===== config.mk =====
export PLATFORM = sky130hd
export DESIGN_NAME = lfu_cell
export DESIGN_NICKNAME = d
export VERILOG_FILES = /design/src/rtl/lfu_pkg.sv /design/src/rtl/lfu_cell.sv
export SDC_FILE = /design/constraint.sdc
export NUM_CORES = 1
export LEC_CHECK = 0
export BUFFER_PORTS_ARGS = -buffer_cell sky130_fd_sc_hd__buf_2
export CAP_MARGIN = 0
export CORE_AREA = 2 2 191 193
export DETAILED_ROUTE_END_ITERATION = 10
export DIE_AREA = 0 0 193 195
export GPL_TIMING_DRIVEN = 0
export PLACE_DENSITY = 0.66
export SKIP_LAST_GASP = 1
export SLEW_MARGIN = 20
export SYNTH_ARGS = -nofsm -noshare
export SYNTH_HDL_FRONTEND = slang
export SYNTH_SLANG_ARGS = --single-unit

===== constraint.sdc =====
create_clock -name clock -period 5.64 [get_ports clock]
set_clock_uncertainty 0.1 [all_clocks]
set_input_delay 0 -clock clock [delete_from_list [all_inputs] [get_ports clock]]
set_output_delay 0 -clock clock [all_outputs]
set_load 0.02 [all_outputs]

===== src/rtl/lfu_pkg.sv =====
// lfu_pkg: shared types and constants for the lfu cache
// used by lfu_cell and lfu_cache; no dependencies
package lfu_pkg;

   localparam int DEPTH   = 16;
   localparam int IDX_W   = (DEPTH > 1) ? $clog2(DEPTH) : 1;
   localparam int OCC_W   = $clog2(DEPTH + 1);
   localparam int DATA_W  = 32;
   localparam int COUNT_W = 32;
   localparam int STAMP_W = 64;
   localparam int CAP_W   = 5;

   localparam logic CMD_GET = 1'b0;
   localparam logic CMD_PUT = 1'b1;

   typedef logic [IDX_W-1:0] idx_type;

   // scan record handed from cell to cell
   typedef struct packed {
      logic                 active;
      logic [DATA_W-1:0]    key;
      logic                 hit;
      idx_type              hit_idx;
      logic [DATA_W-1:0]    hit_value;
      logic                 free_found;
      idx_type              free_idx;
      logic                 vic_found;
      idx_type              vic_idx;
      logic [COUNT_W-1:0]   vic_count;
      logic [STAMP_W-1:0]   vic_stamp;
   } scan_type;

   typedef enum logic [1:0] {
      WR_NONE,
      WR_TOUCH,
      WR_UPDATE,
      WR_INSERT
   } wr_op_type;

   // write broadcast to all cells
   typedef struct packed {
      wr_op_type            op;
      idx_type              idx;
      logic [DATA_W-1:0]    key;
      logic [DATA_W-1:0]    value;
      logic [STAMP_W-1:0]   stamp;
   } wr_type;

endpackage


===== src/rtl/lfu_cell.sv =====
// lfu_cell: one cache entry plus one stage of the scan chain
// depends on lfu_pkg
module lfu_cell (
   input  logic             clock,
   input  logic             reset,
   input  lfu_pkg::idx_type cell_idx,
   input  lfu_pkg::scan_type scan_prev,
   input  lfu_pkg::wr_type  wr,
   output lfu_pkg::scan_type scan_out
);

   logic                       valid_ff, valid_in;
   logic [lfu_pkg::DATA_W-1:0] key_ff, key_in;
   logic [lfu_pkg::DATA_W-1:0] value_ff, value_in;
   logic [lfu_pkg::COUNT_W-1:0] count_ff, count_in;
   logic [lfu_pkg::STAMP_W-1:0] stamp_ff, stamp_in;
   lfu_pkg::scan_type          scan_ff, scan_in;
   logic                       sel;

   assign sel = (wr.idx == cell_idx);

   always_comb begin
      valid_in = valid_ff;
      key_in   = key_ff;
      value_in = value_ff;
      count_in = count_ff;
      stamp_in = stamp_ff;
      if (sel) begin
         unique case (wr.op)
            lfu_pkg::WR_NONE: ;
            lfu_pkg::WR_TOUCH, lfu_pkg::WR_UPDATE: begin
               if (count_ff != '1) count_in = count_ff + 1'b1;
               stamp_in = wr.stamp;
               if (wr.op == lfu_pkg::WR_UPDATE) value_in = wr.value;
            end
            lfu_pkg::WR_INSERT: begin
               valid_in = 1'b1;
               key_in   = wr.key;
               value_in = wr.value;
               count_in = lfu_pkg::COUNT_W'(1);
               stamp_in = wr.stamp;
            end
            default: ;
         endcase
      end
   end

   always_comb begin
      scan_in = scan_prev;
      if (valid_ff) begin
         if (!scan_prev.hit && key_ff == scan_prev.key) begin
            scan_in.hit       = 1'b1;
            scan_in.hit_idx   = cell_idx;
            scan_in.hit_value = value_ff;
         end
         if (!scan_prev.vic_found || count_ff < scan_prev.vic_count ||
             (count_ff == scan_prev.vic_count && stamp_ff < scan_prev.vic_stamp)) begin
            scan_in.vic_found = 1'b1;
            scan_in.vic_idx   = cell_idx;
            scan_in.vic_count = count_ff;
            scan_in.vic_stamp = stamp_ff;
         end
      end else if (!scan_prev.free_found) begin
         scan_in.free_found = 1'b1;
         scan_in.free_idx   = cell_idx;
      end
   end

   always_ff @(posedge clock) begin
      if (reset) begin
         valid_ff       <= 1'b0;
         scan_ff.active <= 1'b0;
      end else begin
         valid_ff       <= valid_in;
         scan_ff.active <= scan_in.active;
      end
      key_ff   <= key_in;
      value_ff <= value_in;
      count_ff <= count_in;
      stamp_ff <= stamp_in;
      scan_ff.key        <= scan_in.key;
      scan_ff.hit        <= scan_in.hit;
      scan_ff.hit_idx    <= scan_in.hit_idx;
      scan_ff.hit_value  <= scan_in.hit_value;
      scan_ff.free_found <= scan_in.free_found;
      scan_ff.free_idx   <= scan_in.free_idx;
      scan_ff.vic_found  <= scan_in.vic_found;
      scan_ff.vic_idx    <= scan_in.vic_idx;
      scan_ff.vic_count  <= scan_in.vic_count;
      scan_ff.vic_stamp  <= scan_in.vic_stamp;
   end

   assign scan_out = scan_ff;

endmodule


==> summary.md <==
| Metric | Value |
|---|---|
| Post-route setup slack | `1.77 ns` |
| Antenna viol nets, final | `0` |
| Fraction of layout cells with a size suffix above 1 | `36.1%` |
| RePlAce Congestion | `0.839` |
| Max Root-Sink Buffers | `3` |
| Worst path most repeated cell | `buf_12` |
| Post-route DRC | `0` |
| Vias in the first global route | `12394` |
| Min cycle time layout | `3.87 ns` |
| Die extent in y | `195 microns` |
| First-pass GRT wire length | `66400 microns` |
| Post-CTS setup buffers | `0` |
| RSZ-0062 raised after global routing | `false` |
| Gr usage total | `23.1%` |
| R2R depth | `11` |
| Worst Setup End Kind | `register` |
| Worst setup SP type | `register` |
| Std cell rows | `69` |
| Slowest CP cell | `dlygate4sd3_1` |
| Min-delay worst type | `input pin to register` |
| WP data arrival | `4.19 ns` |
| Root buffer cell | `clkbuf_16` |
| Post-CTS Hold Buffers | `320` |
| Unique masters post-synth | `51` |
| Power consumption | `5.95 mW` |
| Layout area overhead | `54.1%` |
| Area leader, netlist | `edfxtp_1` |
| Top cells by count, synth | `177 x dfxtp_1, 160 x edfxtp_1, 103 x inv_1` |
| 1st-pass router iterations | `5` |
| PostCTS Resize Cnt | `0` |
| Status | `finished, final reports clean` |
| Worst slew pin tran | `0.729 ns` |
| Via density | `4.81` |
| PD cells | `273 nW/um^2` |
| Core Box Area | `35400 sq um` |
| Post-synth top flop | `dfxtp_1` |
| Mapped Nets | `1432` |
| RR Startpoint | `stamp_ff[14]` |
| Slew margin rel. | `50.2%` |
| Layout Nets | `2288` |
| Setup WS pre-CTS | `2.30 ns` |
| Clk slew on worst S/H paths | `0.06 ns` |
| Congestion Overflow GR | `0` |
| Final WL | `44600 microns` |
| Fmax | `0.258 GHz` |
| Yosys reg bits | `337` |
| Crit path required time | `5.96 ns` |
| Die Span X | `193 microns` |
| H-tree depth | `2` |
| Yosys top cell area share | `33.9%` |
| Initial drt markers | `490` |
| Setup CP Type | `register to register` |
| Max-cap violations | `0` |
| Starting Density | `40.0%` |
| Synth Instances | `1017` |
| Syn avg cell area | `13.9 sq um` |
| Worst-path fanout max | `10` |
| Largest stage delay, worst path | `0.56 ns` |
| CTS tree | `yes` |
| Post-synth EDFFs | `160` |
| Min-Delay Startpoint | `scan_prev[153]` |
| Largest net degree at the start of global routing | `30` |
| Yosys warns | `0` |
| CP startpoint | `stamp_ff[14]` |
| Clk_lat worst skew | `0.54 ns` |
| Count leader, synth | `dfxtp_1` |
| IO Count | `492` |
| Num CTS Buffers | `38` |
| DP Wirelength | `30800 microns` |
| IO Port Bufs | `491` |
| Final hold violations | `0` |
| Top post-synthesis cells by area | `edfxtp_1 34%, dfxtp_1 25%, mux2_4 11%, ha_1 8.8%, mux2_1 2.9%` |
| Sequential share of the synthesized area | `59.0%` |
| Leak | `10.1 nW` |
| Crit path cell chain | `ha_1 > nand4_2 > nor3_2 > or4b_1 > a31oi_1 > nor4_1 > o311ai_2 > buf_12 > buf_12 > mux2_4 > dlygate4sd3_1` |
| Hold path depth | `2` |
| Syn Std Cell Area | `14200 sq um` |
| Max Slew Vio Count | `0` |
| Period utilisation layout | `68.6%` |
| Synth async-reset ratio | `0%` |
| Peak VDD IR | `330 uV` |
| Vias | `11411` |
| Die Area | `37600 sq um` |
| Initial antenna violation count | `13` |
| Final-report setup violation count | `0` |
| # clock sinks | `337` |
| Wire per inst | `18.8 microns` |
state kept, by name, indices dropped and copies added (netlist names):
signal    flops
value_ff     32
key_ff       32
count_ff     32
valid_ff      1
scan_out    176
stamp_ff     64
cell type report:
class | count | area [sq um]
buffer | 19 | 254
clock inverter | 13 | 82.6
timing repair buffer | 816 | 5780
sequential | 337 | 8350
inverter | 103 | 387
tap | 461 | 577
clock buffer | 56 | 1160
antenna | 10 | 25.0
fill | 2606 | 13600
multi-input combinational | 558 | 5190
worst paths after layout:
path	to	slack (ns)
hold / removal	scan_out[153]	0.04
hold reg to reg	scan_out[119]	0.34
setup reg to reg	scan_out[96]	1.77
setup / recovery	scan_out[96]	1.77
cells in the final DEF, fill, tap and decap left out, types with 3 or more instances in the layout:
| master | netlist | layout |
|---|---|---|
| buf_12 | 11 | 14 |
| clkinv_2 | 0 | 7 |
| nand4_1 | 30 | 30 |
| xnor2_1 | 24 | 24 |
| nor3_1 | 5 | 5 |
| mux2_1 | 36 | 36 |
| nor2b_1 | 3 | 3 |
| nor2_4 | 0 | 4 |
| dlygate4sd3_1 | 0 | 320 |
| and4_1 | 8 | 8 |
| ha_1 | 99 | 99 |
| clkinv_4 | 0 | 3 |
| xor2_1 | 37 | 37 |
| mux2_4 | 99 | 99 |
| o21ai_0 | 13 | 13 |
| clkbuf_8 | 0 | 6 |
| diode_2 | 0 | 10 |
| mux2_2 | 4 | 4 |
| nor4_1 | 10 | 10 |
| nand2b_1 | 3 | 3 |
| a221oi_1 | 5 | 5 |
| dfxtp_1 | 177 | 177 |
| nand2_1 | 35 | 35 |
| a21o_1 | 5 | 5 |
| buf_2 | 3 | 494 |
| o21ai_1 | 6 | 6 |
| edfxtp_1 | 160 | 160 |
| or3_1 | 5 | 5 |
| inv_1 | 103 | 103 |
| clkbuf_1 | 5 | 13 |
| clkbuf_16 | 0 | 42 |
| nand3_1 | 23 | 23 |
| a21oi_1 | 37 | 37 |
| nor2_1 | 40 | 36 |
metal layers:
metal  vias up  wire (microns)  global-route usage [%]
met5         -              27                       0
met4         4            2330                    13.3
met3       149            3300                    6.20
met2       491           22700                    41.6
met1      5406           16200                    23.9
li1       5361               -                       -
stage by stage:
step           cell area [sq um]  setup TNS, ns  hold WS (ns)  instances  utilization [%]
2_1_floorplan              14200              0       -0.0723       1017                -
3_3_place_gp               17200          -4.69        0.0281       1969             48.6
3_5_place_dp               17300              0        0.0264       1974             49.0
4_1_cts                    21800              0       0.00797       2363             61.5
5_1_grt                    21800              0       0.00941       2373             61.6
6_report                   21800              0        0.0380       2373             61.6
report_power, final:
part / switching [mW] / leakage, nW / internal [mW]
registers: 0.0469 / 2.94 / 2.68
clock network: 0.999 / 0.623 / 1.44
logic: 0.368 / 6.49 / 0.425
total: 1.41 / 10.1 / 4.54
worst max-delay path, delay by kind of cell (launching register included):
family / cells / cell delay, ns
AO/OA/AOI/OAI: 2 / 0.59
adder cells (fa/ha/maj): 1 / 0.36
buffers and inverters: 3 / 0.99
flip-flops: 1 / 0.41
multiplexers: 1 / 0.30
AND/OR/NAND/NOR: 4 / 1.00
cells by family (layout without fill, tap and decap cells):
logic type	Yosys count	count (layout)	synth area share, %
AO/OA/AOI/OAI	83	83	3.69
adder cells (fa/ha/maj)	99	99	8.75
buffers and inverters	122	1007	4.53
AND/OR/NAND/NOR	174	174	6.45
flip-flops	337	337	59.0
other	0	10	0
XOR/XNOR	61	61	3.78
multiplexers	141	141	13.8
No activity file was read; power rests on OpenSTA's default activity.
